**config.mk**
```make
export PLATFORM = sky130hd
export DESIGN_NAME = text_stream_cat_filter_unit
export DESIGN_NICKNAME = d
export VERILOG_FILES = /design/src/hdl/tscf_pkg.sv /design/src/hdl/tscf_front.sv /design/src/hdl/tscf_queue.sv /design/src/hdl/tscf_back.sv /design/src/hdl/text_stream_cat_filter_unit.sv
export VERILOG_INCLUDE_DIRS = /design/src /design/src/hdl
export SDC_FILE = /design/constraint.sdc
export NUM_CORES = 1
export LEC_CHECK = 0
export BUFFER_PORTS_ARGS = -buffer_cell sky130_fd_sc_hd__buf_2
export CAP_MARGIN = 20
export CORE_UTILIZATION = 30
export CTS_CLUSTER_SIZE = 16
export DETAILED_ROUTE_END_ITERATION = 6
export RECOVER_POWER = 25
export SYNTH_ARGS = -nofsm -noshare
export SYNTH_HDL_FRONTEND = slang
export SYNTH_SLANG_ARGS = --single-unit
export TNS_END_PERCENT = 50
```
**constraint.sdc**
```tcl
create_clock -name clk -period 5 [get_ports clk]
set_input_delay 0.25 -clock clk [delete_from_list [all_inputs] [get_ports clk]]
set_output_delay 0.25 -clock clk [all_outputs]
set_load 0.02 [all_outputs]
```
**src/hdl/text_stream_cat_filter_unit_assert.svh**
```systemverilog
// Assertion macros shared by the text stream cat filter RTL.
// No dependencies; taken in by `include from the modules that check themselves.
`ifndef TEXT_STREAM_CAT_FILTER_UNIT_ASSERT_SVH
`define TEXT_STREAM_CAT_FILTER_UNIT_ASSERT_SVH

// pre holds -> post holds in the same cycle
`define TSCF_ASSERT_SAME(label, clk, rst, pre, post, msg) \
  label: assert property (@(posedge clk) disable iff (rst) (pre) |-> (post)) \
    else $error(msg);

// pre holds -> post holds in the next cycle
`define TSCF_ASSERT_NEXT(label, clk, rst, pre, post, msg) \
  label: assert property (@(posedge clk) disable iff (rst) (pre) |=> (post)) \
    else $error(msg);

`endif

```
**src/hdl/tscf_pkg.sv**
```systemverilog
// Package for the text stream cat filter: constants, register indexes, word types.
// No dependencies.
`default_nettype none

package tscf_pkg;

  localparam int NUMBER_DIGITS = 6;
  localparam int BCD_W         = 4 * NUMBER_DIGITS;
  localparam int CHAR_MAX      = 4;
  localparam int CHAR_IDX_W    = 2;
  localparam int LEN_W         = 3;
  localparam int DIG_IDX_W     = (NUMBER_DIGITS > 1) ? $clog2(NUMBER_DIGITS) : 1;
  localparam int POS_RAW_W     = $clog2(NUMBER_DIGITS + 1);
  localparam int POS_W         = (POS_RAW_W > CHAR_IDX_W) ? POS_RAW_W : CHAR_IDX_W + 1;
  localparam int QUEUE_DEPTH   = 4;
  localparam int QPTR_W        = 2;
  localparam int QCNT_W        = 3;

  localparam int CFG_INDEX_W   = 3;
  localparam int CFG_DATA_W    = 2;

  localparam logic [CFG_INDEX_W-1:0] REG_NUMBER_MODE      = 3'd0;
  localparam logic [CFG_INDEX_W-1:0] REG_SQUEEZE_BLANK    = 3'd1;
  localparam logic [CFG_INDEX_W-1:0] REG_SHOW_TABS        = 3'd2;
  localparam logic [CFG_INDEX_W-1:0] REG_SHOW_ENDS        = 3'd3;
  localparam logic [CFG_INDEX_W-1:0] REG_SHOW_NONPRINTING = 3'd4;

  localparam logic [1:0] NUM_NONE     = 2'd0;
  localparam logic [1:0] NUM_ALL      = 2'd1;
  localparam logic [1:0] NUM_NONBLANK = 2'd2;

  localparam logic [7:0] CH_TAB    = 8'd9;
  localparam logic [7:0] CH_NL     = 8'd10;
  localparam logic [7:0] CH_SPACE  = 8'd32;
  localparam logic [7:0] CH_DOLLAR = 8'd36;
  localparam logic [7:0] CH_DASH   = 8'd45;
  localparam logic [7:0] CH_ZERO   = 8'd48;
  localparam logic [7:0] CH_QMARK  = 8'd63;
  localparam logic [7:0] CH_AT     = 8'd64;
  localparam logic [7:0] CH_I      = 8'd73;
  localparam logic [7:0] CH_M      = 8'd77;
  localparam logic [7:0] CH_CARET  = 8'd94;
  localparam logic [7:0] CH_DEL    = 8'd127;

  typedef struct packed {
    logic [7:0] in_byte;
    logic       file_start;
  } in_word_t;

  typedef struct packed {
    logic [7:0] out_byte;
    logic       last_of_run;
  } out_word_t;

  typedef struct packed {
    logic [1:0] number_mode;
    logic       squeeze_blank;
    logic       show_tabs;
    logic       show_ends;
    logic       show_nonprinting;
  } cfg_t;

  // one classified input byte: optional line number, then 1..4 characters
  typedef struct packed {
    logic                               num;
    logic [NUMBER_DIGITS-1:0][7:0]      digits;
    logic [CHAR_MAX-1:0][7:0]           chars;
    logic [LEN_W-1:0]                   len;
  } desc_t;

  typedef struct packed {
    logic full;
    logic empty;
  } q_status_t;

endpackage

`default_nettype wire

```
**src/hdl/tscf_front.sv**
```systemverilog
// Front end: accepts input words, keeps line state, classifies each byte into a descriptor.
// Depends on tscf_pkg and text_stream_cat_filter_unit_assert.svh.
`default_nettype none
`include "text_stream_cat_filter_unit_assert.svh"

module tscf_front (
  input  wire logic             clk,
  input  wire logic             rst,
  input  wire tscf_pkg::cfg_t   cfg,
  input  wire logic             in_valid,
  output logic                  in_ready,
  input  wire tscf_pkg::in_word_t in_word,
  input  wire tscf_pkg::q_status_t q_status,
  output logic                  q_push,
  output tscf_pkg::desc_t       q_desc
);
  import tscf_pkg::*;

  logic [7:0]       previous_byte;
  logic [BCD_W-1:0] line_number_bcd;
  logic [1:0]       blank_run;

  logic [7:0]       prev_eff;
  logic [BCD_W-1:0] bcd_eff;
  logic [1:0]       run_eff;
  logic [1:0]       blank_run_next;
  logic [BCD_W-1:0] line_number_bcd_next;
  logic [BCD_W-1:0] bcd_inc;
  logic             squeeze_hit;
  logic             drop;
  logic             num_emit;
  logic             accept;
  logic [7:0]       c;
  logic [7:0]       low;

  logic [NUMBER_DIGITS-1:0][7:0] num_digits;
  logic [CHAR_MAX-1:0][7:0]      exp_chars;
  logic [LEN_W-1:0]              exp_len;

  assign c        = in_word.in_byte;
  assign low      = {1'b0, c[6:0]};
  assign in_ready = !q_status.full;
  assign accept   = in_valid && in_ready;

  assign prev_eff = in_word.file_start ? CH_NL : previous_byte;
  assign bcd_eff  = in_word.file_start ? BCD_W'(1) : line_number_bcd;
  assign run_eff  = in_word.file_start ? 2'd0 : blank_run;

  assign squeeze_hit = cfg.squeeze_blank && (c == CH_NL) && (prev_eff == CH_NL);
  assign blank_run_next = squeeze_hit ? ((run_eff == 2'd2) ? 2'd2 : run_eff + 2'd1) : 2'd0;
  assign drop = squeeze_hit && (blank_run_next == 2'd2);
  assign num_emit = !drop && (prev_eff == CH_NL) &&
                    ((cfg.number_mode == NUM_ALL) ||
                     ((cfg.number_mode == NUM_NONBLANK) && (c != CH_NL)));

  // saturating BCD increment
  always_comb begin
    logic       carry;
    logic [3:0] d;
    carry   = 1'b1;
    bcd_inc = '0;
    for (int i = 0; i < NUMBER_DIGITS; i++) begin
      d = bcd_eff[4*i +: 4];
      if (carry) begin
        if (d == 4'd9) begin
          d = 4'd0;
        end else begin
          d     = d + 4'd1;
          carry = 1'b0;
        end
      end
      bcd_inc[4*i +: 4] = d;
    end
    if (carry) begin
      bcd_inc = bcd_eff;
    end
  end

  assign line_number_bcd_next = num_emit ? bcd_inc : bcd_eff;

  // line number digits, leading zeros as spaces
  always_comb begin
    logic       started;
    logic [3:0] d;
    started = 1'b0;
    num_digits = '0;
    for (int i = NUMBER_DIGITS - 1; i >= 0; i--) begin
      d = bcd_eff[4*i +: 4];
      if (d != 4'd0 || i == 0) begin
        started = 1'b1;
      end
      num_digits[NUMBER_DIGITS-1-i] = started ? (CH_ZERO + {4'd0, d}) : CH_SPACE;
    end
  end

  // character expansion
  always_comb begin
    exp_chars = '0;
    exp_len   = LEN_W'(1);
    exp_chars[0] = c;
    if (c == CH_TAB && cfg.show_tabs) begin
      exp_chars[0] = CH_CARET;
      exp_chars[1] = CH_I;
      exp_len      = LEN_W'(2);
    end else if (c == CH_NL) begin
      if (cfg.show_ends) begin
        exp_chars[0] = CH_DOLLAR;
        exp_chars[1] = CH_NL;
        exp_len      = LEN_W'(2);
      end
    end else if (cfg.show_nonprinting && c != CH_TAB) begin
      if (c < CH_SPACE) begin
        exp_chars[0] = CH_CARET;
        exp_chars[1] = c + CH_AT;
        exp_len      = LEN_W'(2);
      end else if (c == CH_DEL) begin
        exp_chars[0] = CH_CARET;
        exp_chars[1] = CH_QMARK;
        exp_len      = LEN_W'(2);
      end else if (c[7]) begin
        exp_chars[0] = CH_M;
        exp_chars[1] = CH_DASH;
        if (low < CH_SPACE) begin
          exp_chars[2] = CH_CARET;
          exp_chars[3] = low + CH_AT;
          exp_len      = LEN_W'(4);
        end else if (low == CH_DEL) begin
          exp_chars[2] = CH_CARET;
          exp_chars[3] = CH_QMARK;
          exp_len      = LEN_W'(4);
        end else begin
          exp_chars[2] = low;
          exp_len      = LEN_W'(3);
        end
      end
    end
  end

  assign q_desc = '{num: num_emit, digits: num_digits, chars: exp_chars, len: exp_len};
  assign q_push = accept && !drop;

  always_ff @(posedge clk) begin
    if (rst) begin
      previous_byte   <= CH_NL;
      line_number_bcd <= BCD_W'(1);
      blank_run       <= 2'd0;
    end else if (accept) begin
      previous_byte   <= c;
      line_number_bcd <= line_number_bcd_next;
      blank_run       <= blank_run_next;
    end
  end

  `TSCF_ASSERT_NEXT(a_drop_saturates, clk, rst, accept && !q_push, blank_run == 2'd2,
                    "dropped word did not leave blank run saturated")

endmodule

`default_nettype wire

```
**src/hdl/tscf_queue.sv**
```systemverilog
// Descriptor queue between front and back end, a few entries of registers.
// Depends on tscf_pkg and text_stream_cat_filter_unit_assert.svh.
`default_nettype none
`include "text_stream_cat_filter_unit_assert.svh"

module tscf_queue (
  input  wire logic            clk,
  input  wire logic            rst,
  input  wire logic            push,
  input  wire tscf_pkg::desc_t push_desc,
  input  wire logic            pop,
  output tscf_pkg::desc_t      head,
  output tscf_pkg::q_status_t  status
);
  import tscf_pkg::*;

  desc_t             entries [QUEUE_DEPTH];
  logic [QPTR_W-1:0] wr_ptr;
  logic [QPTR_W-1:0] rd_ptr;
  logic [QCNT_W-1:0] count;

  assign head         = entries[rd_ptr];
  assign status.full  = (count == QCNT_W'(QUEUE_DEPTH));
  assign status.empty = (count == '0);

  always_ff @(posedge clk) begin
    if (push) begin
      entries[wr_ptr] <= push_desc;
    end
  end

  always_ff @(posedge clk) begin
    if (rst) begin
      wr_ptr <= '0;
      rd_ptr <= '0;
      count  <= '0;
    end else begin
      if (push) begin
        wr_ptr <= wr_ptr + QPTR_W'(1);
      end
      if (pop) begin
        rd_ptr <= rd_ptr + QPTR_W'(1);
      end
      if (push && !pop) begin
        count <= count + QCNT_W'(1);
      end else if (pop && !push) begin
        count <= count - QCNT_W'(1);
      end
    end
  end

  `TSCF_ASSERT_SAME(a_no_overflow, clk, rst, push, !status.full, "push into full queue")
  `TSCF_ASSERT_SAME(a_no_underflow, clk, rst, pop, !status.empty, "pop from empty queue")
  `TSCF_ASSERT_SAME(a_count_range, clk, rst, 1'b1, count <= QCNT_W'(QUEUE_DEPTH),
                    "queue count out of range")

endmodule

`default_nettype wire

```
**src/hdl/tscf_back.sv**
```systemverilog
// Back end: walks each descriptor one output byte per cycle into the output register, unless stalled.
// Depends on tscf_pkg and text_stream_cat_filter_unit_assert.svh.
`default_nettype none
`include "text_stream_cat_filter_unit_assert.svh"

module tscf_back (
  input  wire logic                clk,
  input  wire logic                rst,
  input  wire tscf_pkg::desc_t     q_head,
  input  wire tscf_pkg::q_status_t q_status,
  output logic                     q_pop,
  output logic                     out_valid,
  input  wire logic                out_ready,
  output tscf_pkg::out_word_t      out_word
);
  import tscf_pkg::*;

  logic [POS_W-1:0] pos;
  logic             phase_char;
  logic             char_phase;
  logic             emit;
  logic             last_byte;
  logic             num_done;
  logic [7:0]       sel_byte;

  assign char_phase = phase_char || !q_head.num;
  assign emit       = !q_status.empty && (!out_valid || out_ready);
  assign num_done   = (pos == POS_W'(NUMBER_DIGITS));
  assign last_byte  = char_phase && (pos == POS_W'(q_head.len) - POS_W'(1));
  assign q_pop      = emit && last_byte;

  always_comb begin
    if (char_phase) begin
      sel_byte = q_head.chars[pos[CHAR_IDX_W-1:0]];
    end else if (num_done) begin
      sel_byte = CH_TAB;
    end else begin
      sel_byte = q_head.digits[pos[DIG_IDX_W-1:0]];
    end
  end

  always_ff @(posedge clk) begin
    if (rst) begin
      out_valid  <= 1'b0;
      pos        <= '0;
      phase_char <= 1'b0;
    end else if (emit) begin
      out_valid <= 1'b1;
      if (last_byte) begin
        pos        <= '0;
        phase_char <= 1'b0;
      end else if (!char_phase && num_done) begin
        pos        <= '0;
        phase_char <= 1'b1;
      end else begin
        pos <= pos + POS_W'(1);
      end
    end else if (out_ready) begin
      out_valid <= 1'b0;
    end
  end

  always_ff @(posedge clk) begin
    if (emit) begin
      out_word.out_byte    <= sel_byte;
      out_word.last_of_run <= last_byte;
    end
  end

  `TSCF_ASSERT_NEXT(a_pop_rewinds, clk, rst, q_pop, pos == '0 && !phase_char,
                    "walk position not rewound after pop")

endmodule

`default_nettype wire

```
**src/hdl/text_stream_cat_filter_unit.sv**
```systemverilog
// Usage:
// Input channel in_valid/in_ready/in_word carries one text byte per word, with
// file_start marking the first byte of a new file (clears line count, blank run
// and previous byte). Output channel out_valid/out_ready/out_word carries one
// rendered character per word; last_of_run flags the final character of a byte.
// Options are written through cfg_we/cfg_index/cfg_data while the block is idle.
// The first output word of an input byte passes the queue, then the output
// register. The back end sends one output word per cycle while the receiver is
// ready; a byte expands to 1 to 11 characters, and a squeezed empty line gives
// no output. The front end takes a byte every cycle while the four-entry
// descriptor queue has room, so plain text streams at one byte per cycle to a
// ready receiver. When the receiver stalls, the output register holds its word,
// the queue fills, and in_ready drops. Reset clears options, line state, queue
// and output. Depends on tscf_pkg, tscf_front, tscf_queue, tscf_back.
`default_nettype none

module text_stream_cat_filter_unit (
  input  wire logic                             clk,
  input  wire logic                             rst,
  input  wire logic                             in_valid,
  output logic                                  in_ready,
  input  wire tscf_pkg::in_word_t               in_word,
  output logic                                  out_valid,
  input  wire logic                             out_ready,
  output tscf_pkg::out_word_t                   out_word,
  input  wire logic                             cfg_we,
  input  wire logic [tscf_pkg::CFG_INDEX_W-1:0] cfg_index,
  input  wire logic [tscf_pkg::CFG_DATA_W-1:0]  cfg_data
);
  import tscf_pkg::*;

  cfg_t      cfg;
  desc_t     push_desc;
  desc_t     head;
  q_status_t q_status;
  logic      q_push;
  logic      q_pop;

  always_ff @(posedge clk) begin
    if (rst) begin
      cfg <= '0;
    end else if (cfg_we) begin
      case (cfg_index)
        REG_NUMBER_MODE:      cfg.number_mode      <= cfg_data;
        REG_SQUEEZE_BLANK:    cfg.squeeze_blank    <= cfg_data[0];
        REG_SHOW_TABS:        cfg.show_tabs        <= cfg_data[0];
        REG_SHOW_ENDS:        cfg.show_ends        <= cfg_data[0];
        REG_SHOW_NONPRINTING: cfg.show_nonprinting <= cfg_data[0];
        default: begin
        end
      endcase
    end
  end

  tscf_front u_front (
    .clk      (clk),
    .rst      (rst),
    .cfg      (cfg),
    .in_valid (in_valid),
    .in_ready (in_ready),
    .in_word  (in_word),
    .q_status (q_status),
    .q_push   (q_push),
    .q_desc   (push_desc)
  );

  tscf_queue u_queue (
    .clk       (clk),
    .rst       (rst),
    .push      (q_push),
    .push_desc (push_desc),
    .pop       (q_pop),
    .head      (head),
    .status    (q_status)
  );

  tscf_back u_back (
    .clk       (clk),
    .rst       (rst),
    .q_head    (head),
    .q_status  (q_status),
    .q_pop     (q_pop),
    .out_valid (out_valid),
    .out_ready (out_ready),
    .out_word  (out_word)
  );

endmodule

`default_nettype wire

```
---- Yosys cells after proc, flatten, opt, wreduce, memory -nomap -nowiden ----
Memories as Yosys holds them, arrays and structs flattened. A register that Yosys moved wholly into a read port is not among the register bits.
Index checks and enable logic that the tools add are counted.
word-level totals
  bits in registers ....................... 61
  RAM bits ................................ 332
  output and inout port bits .............. 11
  logic and storage cells ................. 189
  memories ................................ 1
cells by class
  add/subtract/negate cells ............... 21
  order comparisons ....................... 4
  equal/unequal tests ..................... 24
  multiplexer cells ....................... 80
  reductions and logical operators ........ 43
memory list
  memory           depth  bits a word  read ports  clocked after memory_dff  write ports  RTL line          RTL
  u_queue.entries  4      83           1           1                         1            tscf_queue.sv:17  desc_t entries [QUEUE_DEPTH];
operator list
  cell                                                                     count
  16-bit 2-to-1 mux                                                        9
  8-bit 2-to-1 mux                                                         10
  24-bit 2-to-1 mux                                                        3
  32-bit 2-to-1 mux                                                        2
  4-bit 2-to-1 mux                                                         11
  6-bit by 4-bit adder with 7-bit output, first input constant             6
  3-bit 2-to-1 mux                                                         12
  4-bit by 1-bit adder with 4-bit output, second input constant            6
  8-bit binary-select mux with 3-bit select                                1
  4-bit equality test, second input constant                               6
  8-bit by 4-bit equality test with 1-bit output, second input constant    3
  1-bit 2-to-1 mux                                                         22
  4-bit nonzero test                                                       5
  8-bit binary-select mux with 2-bit select                                1
  1-bit logical AND                                                        16
  8-bit by 4-bit inequality test with 1-bit output, second input constant  2
  12-bit 2-to-1 mux                                                        1
  2-bit 2-to-1 mux                                                         6
  2-bit AND reduction                                                      6
  3-bit equality test, second input constant                               3
  7-bit by 7-bit adder with 8-bit output, second input constant            1
  8-bit by 7-bit adder with 8-bit output, second input constant            1
  8-bit by 7-bit equality test with 1-bit output, second input constant    1
  1-bit zero test                                                          8
  other kinds (18)                                                         30

---- Longest topological paths before layout ----
Gate-level depths: netlist of the first run.
  depth in word-level cells ............... 12
  mapped depth ............................ 16
  mapped depth without buffers ............ 13

---- By module ----
Synthesis of the first run repeated with hierarchy kept, for this count alone.
second synthesis, totals
  cell total of the unflattened synthesis .. 1032
  area, all modules ....................... 16951.3 um^2
modules (own cells, without submodules)
  module                       instances  cells an instance  area each (um^2)  seq. area each (um^2)
  tscf_queue                   1          482                12547.0           10269.8
  tscf_front                   1          419                2881.5            680.7
  tscf_back                    1          106                1234.9            370.4
  text_stream_cat_filter_unit  1          25                 287.8             120.1

---- Least setup slack after synthesis of the first run ----
Ideal clock, no wire load.
  kind .................................... input-to-reg
  start point ............................. in in_word[0] in the netlist's numbering
  end point ............................... mem u_queue.entries[0][0] in the netlist's numbering, enable pin
  library setup time ...................... 429 ps
  data arrival time ....................... 3301 ps
  setup slack ............................. 1270 ps
  stages on the path ...................... 9
  path buffers ............................ 2
  cell sequence ........................... clkbuf_1 clkbuf_1 inv_1 nand2_1 ha_1 nand2_1 nor2_1 a21oi_1 and2_1
on the way
  cells in the longest elaborated chain, start to end .. 10
RTL lines
  what                                                            RTL line                            RTL
  start, declared                                                 text_stream_cat_filter_unit.sv:22   input wire tscf_pkg::in_word_t in_word,
  2-bit 2-to-1 mux or 8-bit 2-to-1 mux (tied branches)            tscf_front.sv:47, tscf_front.sv:45
  2-bit by 1-bit adder with 2-bit output (tied with other cells)  tscf_front.sv:50                    assign blank_run_next = squeeze_hit ? ((run_eff == 2'd2) ? 2'd2 : run_eff + 2'd1) : 2'd0;
  2-bit 2-to-1 mux or 1-bit logical AND (tied branches)           tscf_front.sv:50, tscf_front.sv:49
  2-bit 2-to-1 mux                                                tscf_front.sv:50
  2-bit equality test                                             tscf_front.sv:51                    assign drop = squeeze_hit && (blank_run_next == 2'd2);
  1-bit logical AND *                                             tscf_front.sv:51
  1-bit zero test *                                               tscf_front.sv:140                   assign q_push = accept && !drop;
  1-bit logical AND *                                             tscf_front.sv:140
  net q_push                                                      text_stream_cat_filter_unit.sv:36   logic q_push;
  1-bit 2-to-1 mux *                                              tscf_queue.sv:27                    if (push) begin
  1-bit 2-to-1 mux (implied by the code) *                        tscf_queue.sv:28                    entries[wr_ptr] <= push_desc;
  end, declared                                                   tscf_queue.sv:17
Mark *: on every way through the listed nets, which the timed path passes. The rest lies on a longest branch.

---- Worst setup path in the final report of the first run ----
  start point ............................. reg u_queue.count[0]
  end point ............................... mem u_queue.entries[1][5] in the netlist's numbering, enable pin
on the way
  cells in the longest elaborated chain, start to end .. 6
RTL lines
  what                                    RTL line                           RTL
  start, declared                         tscf_queue.sv:20                   logic [QCNT_W-1:0] count;
  start signal, assigned                  tscf_queue.sv:45                   count <= count + QCNT_W'(1);
  start signal, assigned                  tscf_queue.sv:47                   count <= count - QCNT_W'(1);
  3-bit equality test                     tscf_queue.sv:23                   assign status.full = (count == QCNT_W'(QUEUE_DEPTH));
  1-bit zero test                         tscf_front.sv:42                   assign in_ready = !q_status.full;
  1-bit logical AND                       tscf_front.sv:43                   assign accept = in_valid && in_ready;
  1-bit logical AND                       tscf_front.sv:140
  net q_push                              text_stream_cat_filter_unit.sv:36
  1-bit 2-to-1 mux                        tscf_queue.sv:27
  1-bit 2-to-1 mux (implied by the code)  tscf_queue.sv:28
The timed path passes the listed nets, and every way through them passes these cells.

==> metrics.txt, run 1 <==
total placed instance area 14500 µm²; register area share after synthesis 66.1%; Initial Util 30.7%; CP Launch Type register; Hold Crit Class primary input to register; unique cell type count in the Yosys netlist 73; Die Area 46400 µm²; DRT Pass-1 Iters 7; Int Pwr 5.35 mW; Power Total 7.35 mW; Setup Fix Bufs, Post-CTS 0; initial antenna violation count 2; area delta synth->final 14.1%; RSZ-0062 raised after global routing false; largest fanout on the critical path 34; setup TNS 0 ns; residual DRC count 0; final setup violation count 0; vias per inst 4.98; Slew headroom 4.30%; Mean Syn Cell Area 15.2 µm²; wirelength, routed 29400 µm; Crit path required time 5.31 ns; CORE AREA 44600 µm²; Finished Layout Cells 1550; Fill cells 4189; clk sinks 319; Post-synth top flop edfxtp_1; synth top area cells edfxtp_1 (58%), mux4_2 (13%), dfxtp_1 (7.9%), nand2_1 (1.9%), a21oi_1 (1.8%); Highest Clock Rate 0.271 GHz; first-pass GRT wire length 46300 µm; max-cap violations 0; WHS 0.0341 ns; crit path to u_queue.entries[1][5]; Post-synth EDFFs 265; Reg2Reg Depth 6; crit-path cells or3b_2, nand2_1, clkbuf_1, a21oi_1, and2_2, buf_12; Clock Latency Late Sink 0.57 ns; Root Buffer clkbuf_16; I/O Buffers 29; yosys warns 0; Worst path max stage delay 1.04 ns; wire length per cell 19.0 µm; outcome finished, final reports clean; final hold vios 0; Final GP Congestion 0.785; Slew Viols, Final 0; clock buffer depth 3; switch share 27.1%; area share of the largest cell type after synthesis 58.2%; most common cell after layout, fill and taps aside edfxtp_1; area occupied by multi-input gates 4350 µm²; Period minus WS final 3.69 ns; dpl cells 1487; LEAKAGE 5.13 nW; GRT Overall Usage 12.8%; Die W 216 µm; worst r2r dst u_queue.entries[1][5]; Final nets 966; vias in the first global route 7835; # rows 77; NetSw 1.99 mW; layout cells sized above 1 19.0%; mapped cell area 13700 µm²; Final ANT Viol Nets 0; DIE HEIGHT 216 µm; Worst R2R Start u_queue.count[0]; Peak VDD IR 0.000234 V; start point of the critical path u_queue.count[0]; Clock Power Share 33.5%; register-to-register setup slack 1.31 ns; Clock Skews 0.00925 ns; Top-Level Pins 30; DP HPWL 18800 µm; pin count of the biggest net entering global routing 65; TritonCTS clock tree built; DR vias 7713; DRT iter0 DRCs 691; CP max-delay cell clkbuf_1; share of flip-flops with an asynchronous set or reset 0%; Flop pwr share 46.0%; total grt overflow 0; Crit. End Element register; most frequent cells in the layout edfxtp_1 (265), mux4_2 (76), nand2_1 (68); worst-margin pin slew 1.44 ns; TritonCTS Buffers 31; H-tree lvl count 1; CTS clk-pin slew, worst paths 0.06 ns; flop and latch count out of synthesis 319; Final Cell Area 15600 µm²; area leader, netlist edfxtp_1; crit path DAT 3.99 ns; Synth Instances 897; Gate power share 20.5%; Register Area 9040 µm²; Cell Pwr Density 471 nW/µm²; Final Cycle Share 73.7%; Worst Setup Path Type register to register
==> layer usage <==
layer	track usage (%)	share of wire, %
met2	20.1	46
met3	1.54	4.6
met1	18.3	47
met4	4.16	2.2
met5	0	0
==> logic make-up after synthesis <==
family	after synthesis	synth area share [%]
flops	319	66.1
simple gates	265	10.2
compound gates	123	5.53
mux	90	13.5
buf+inv	71	2.24
xor+xnor	15	1.07
fa+ha+maj	13	1.24
other cells	1	0.0274
==> sequential cells by signal, summed over array words and instances, names as in the netlist, named ones only <==
| register | cells |
|---|---|
| cfg | 6 |
| u_back.out_valid | 1 |
| u_queue.rd_ptr | 2 |
| u_front.line_number_bcd | 24 |
| u_back.phase_char | 1 |
| u_front.previous_byte | 8 |
| u_back.out_word | 9 |
| u_back.pos | 3 |
| u_queue.entries | 256 |
| u_front.blank_run | 2 |
| u_queue.count | 3 |
| u_queue.wr_ptr | 2 |
==> worst max-delay path, delay by kind of cell, from the launching register on <==
kind            cells  cell delay (ns)
compound gates      1             0.38
flops               1             0.35
buf+inv             2             1.38
simple gates        3             1.29
==> worst min-delay path by stage <==
stage / start / to / depth (start not counted)
2_1_floorplan: in_word[4] / u_front.previous_byte[3] / 2
3_3_place_gp: u_front.blank_run[1] / u_front.blank_run[1] / 2
3_5_place_dp: u_front.previous_byte[1] / u_front.previous_byte[1] / 2
4_1_cts: in_word[1] / u_front.previous_byte[0] / 3
5_1_grt: in_word[3] / u_front.previous_byte[2] / 3
6_report: in_word[1] / u_front.previous_byte[0] / 3
==> through the flow <==
stage / utilization [%] / setup slack (ns)
finish: 35.0 / 1.31
global route: 35.0 / 1.04
CTS: 35.0 / 1.31
detailed placement: 32.5 / 1.35
global placement: 32.5 / 1.40
floorplan: - / 1.27
==> cell type report <==
cell class	instances	area share [%]
Inverter	25	0.601
Multi-Input combinational cell	510	27.9
Clock buffer	38	5.74
Clock inverter	18	1.27
Timing Repair Buffer	47	1.81
Antenna cell	1	0.0160
Tap cell	592	4.75
Sequential cell	319	57.9
==> timing repair <==
action | in CTS | in global routing
endpoints found under the hold margin | 9 | 0
gates resized for setup | 0 | 0
hold buffers | 5 | 0
==> power by group through the flow <==
stage	clock network, mW	logic [mW]	registers, mW
6_report	2.46	1.51	3.38
5_1_grt	2.62	1.63	3.41
4_1_cts	2.51	1.55	3.38
3_5_place_dp	0	1.54	3.44
3_3_place_gp	0	1.53	3.43
2_1_floorplan	0	1.09	3.42
==> Yosys cell counts (all sizes together), types with 17 or more instances <==
cell    number
edfxtp     265
mux4        76
nand2       70
nor2        64
dfxtp       54
a21oi       50
o21ai       27
clkbuf      26
inv         25
nor2b       24
buf         20
nand4       17
Power figures use the tool's default switching activity.
==> inputs of run 2 (changes only) <==
==> constraint.sdc (replaced) <==
create_clock -name clk -period 3.3 [get_ports clk]
set_input_delay 0.165 -clock clk [delete_from_list [all_inputs] [get_ports clk]]
set_output_delay 0.165 -clock clk [all_outputs]
set_load 0.02 [all_outputs]
==> run 2 against run 1 <==
Compared with the run above:
- total power increased by 51%
- first-iteration DRC count decreased by 28%
- utilization increased by 0.29 points
- via count increased by 1.1%
- die area unchanged
- final cell count increased by 1.0%
==> metrics.txt, run 2 (synthesis gave the netlist of run 1 again) <==
worst slack at placement 0.234 ns (-1.12 ns); clk sinks 319 (unchanged); CP bufs+invs 2 (unchanged); Top-Level Pins 30 (unchanged); max-cap violations 0 (unchanged); H-tree lvl count 1 (unchanged); Regs by FF count u_queue.entries: 256 flops, u_front.line_number_bcd: 24 flops, u_back.out_word: 9 flops; Hold Crit Class primary input to register; TritonCTS clock tree built; Slew headroom 49.3% (+45 points); CP Launch Type register; largest register by flop count u_queue.entries; Finished Core Util 35.3% (+0.29 points); total placed instance area 14600 µm² (+0.86%); residual DRC count 0 (unchanged); Hold EP cfg[3]; TritonCTS Buffers 31 (unchanged); Finished Layout Cells 1566 (+1.0%); vias per inst 4.98 (about the same); DP HPWL 19200 µm (+2.1%); max reg flops 256 (unchanged); register-to-register setup slack 0.22 ns (-1.09 ns); DR vias 7798 (+1.1%); clock buffer depth 3 (unchanged); worst r2r dst u_queue.count[2]; # diodes 0 (-1); Final Cycle Share 93.2% (+19 points); family with the most delay on the worst path adder cells; Final nets 982 (+1.7%); Fill cells 4195 (+0.14%); WHS 0.0302 ns (-0.00396 ns); # rows 77 (unchanged); Die Area 46400 µm² (unchanged); area delta synth->final 15.1%; layout cells sized above 1 19.5% (+0.49 points); CORE AREA 44600 µm² (unchanged); final hold vios 0 (unchanged); setup TNS 0 ns (unchanged); most frequent cells in the layout edfxtp_1 (265), mux4_2 (76), nand2_1 (68); Period minus WS final 3.08 ns (-0.610 ns); Crit path required time 3.78 ns (-1.53 ns); Initial Util 30.7% (unchanged); min-delay src cfg_index[2]; hold path cells 4 (+1); pin count of the biggest net entering global routing 54 (-17%); GRT Overall Usage 12.6% (-0.14 points); Final Cell Area 15700 µm² (+0.83%); initial antenna violation count 1 (-1); first-pass GRT wire length 45600 µm (-1.6%); DRT Pass-1 Iters 5 (-2); Crit. End Element register; Worst Setup Path Type register to register; CTS resizes 0 (unchanged); CTS clk-pin slew, worst paths 0.06 ns (about the same); outcome finished, final reports clean; Worst path max stage delay 0.54 ns (-0.50 ns); Setup Fix Bufs, Post-CTS 0 (unchanged); fin worst setup slack 0.224 ns (-1.09 ns); Power Total 11.1 mW (+51%); Root Buffer clkbuf_16; DIE HEIGHT 216 µm (unchanged); Final GP Congestion 0.808 (+3.0%); Die W 216 µm (unchanged); CP max-delay cell mux4_2; dpl cells 1499 (+0.81%); Clock Skews 0.0140 ns (+0.00472 ns); Cell Pwr Density 703 nW/µm² (+49%); Clock Latency Late Sink 0.55 ns (-0.02 ns); hold-fix buffers at CTS 10 (+5); wire length per cell 18.9 µm (-0.39%); largest fanout on the critical path 4 (-88%); I/O Buffers 29 (unchanged); DRT iter0 DRCs 495 (-28%); LEAKAGE 5.19 nW (+1.1%); final setup violation count 0 (unchanged); Peak VDD IR 0.000339 V (+45%); vias in the first global route 7778 (-0.73%); Final ANT Viol Nets 0 (unchanged); worst-margin pin slew 0.759 ns (-0.676 ns); most common cell after layout, fill and taps aside edfxtp_1; crit-path cells mux4_2, inv_1, ha_1, xnor2_1, xnor2_2, nor4_4, nand2_2, ha_1, inv_1, fa_1, xor2_1, or3_1, a21oi_1; Slew Viols, Final 0 (unchanged); Highest Clock Rate 0.325 GHz (+20%); total grt overflow 0 (unchanged); Reg2Reg Depth 13 (+7); crit path DAT 3.56 ns (-0.43 ns); RSZ-0062 raised after global routing false; wirelength, routed 29600 µm (+0.64%)
-- run 2: changes by cell type in the layout (fill, tap and decap cells not counted), moves of 2 or more --
| cell | before | now |
|---|---|---|
| and2_2 | 1 | 4 |
| buf_4 | 10 | 17 |
| clkbuf_8 | 3 | 5 |
| and2_4 | 4 | 1 |
| clkinv_2 | 7 | 5 |
| dlygate4sd3_1 | 5 | 10 |
| clkbuf_1 | 15 | 22 |
| buf_12 | 1 | 4 |
| clkinv_1 | 3 | 0 |
-- run 2: final cells by class --
| class | instances | area (µm²) | area share [%] |
|---|---|---|---|
| flip-flops and latches | 319 | 9040 | 57.5 |
| multi-input cells | 510 | 4350 | 27.6 |
| clock buffers | 45 | 921 | 5.85 |
| well taps | 592 | 741 | 4.71 |
| repair buffers | 63 | 449 | 2.85 |
| clock inverters | 12 | 144 | 0.914 |
| inverters | 25 | 93.8 | 0.596 |
-- run 2: worst reg2reg max path, stage by stage (launching register included) --
cell and delay [ns]:
dfxtp_4 0.37, mux4_2 0.54, inv_1 0.09, ha_1 0.16, xnor2_1 0.17, xnor2_2 0.17, nor4_4 0.08, nand2_2 0.14
ha_1 0.19, inv_1 0.07, fa_1 0.43, xor2_1 0.17, or3_1 0.31, a21oi_1 0.14
-- run 2: report_power, final --
group | switching, mW | internal, mW | total (mW)
logic | 1.37 | 1.02 | 2.39
registers | 0.155 | 4.90 | 5.05
clock network | 1.45 | 2.17 | 3.62
total | 2.97 | 8.08 | 11.1
-- run 2: how the worst max path moves through the flow --
stage / depth (start not counted) / from / slack [ns] / to
after floorplan: 9 / in_word[0] / -0.34 / u_queue.entries[0][0]
after global placement: 12 / register / 0.27 / u_queue.count[2]
after detailed placement: 13 / register / 0.23 / u_queue.count[2]
after CTS: 13 / register / 0.23 / u_queue.count[2]
after global routing: 13 / register / 0.08 / u_queue.count[2]
final: 13 / register / 0.22 / u_queue.count[2]
-- run 2: routing by layer --
metal | vias up | part of all wire (%) | GRT usage (%)
li1 | 3603 | - | -
met1 | 3969 | 46 | 17.5
met2 | 183 | 48 | 20.7
met3 | 41 | 4.7 | 1.75
met4 | 2 | 1.8 | 3.43
met5 | - | 0.041 | 0
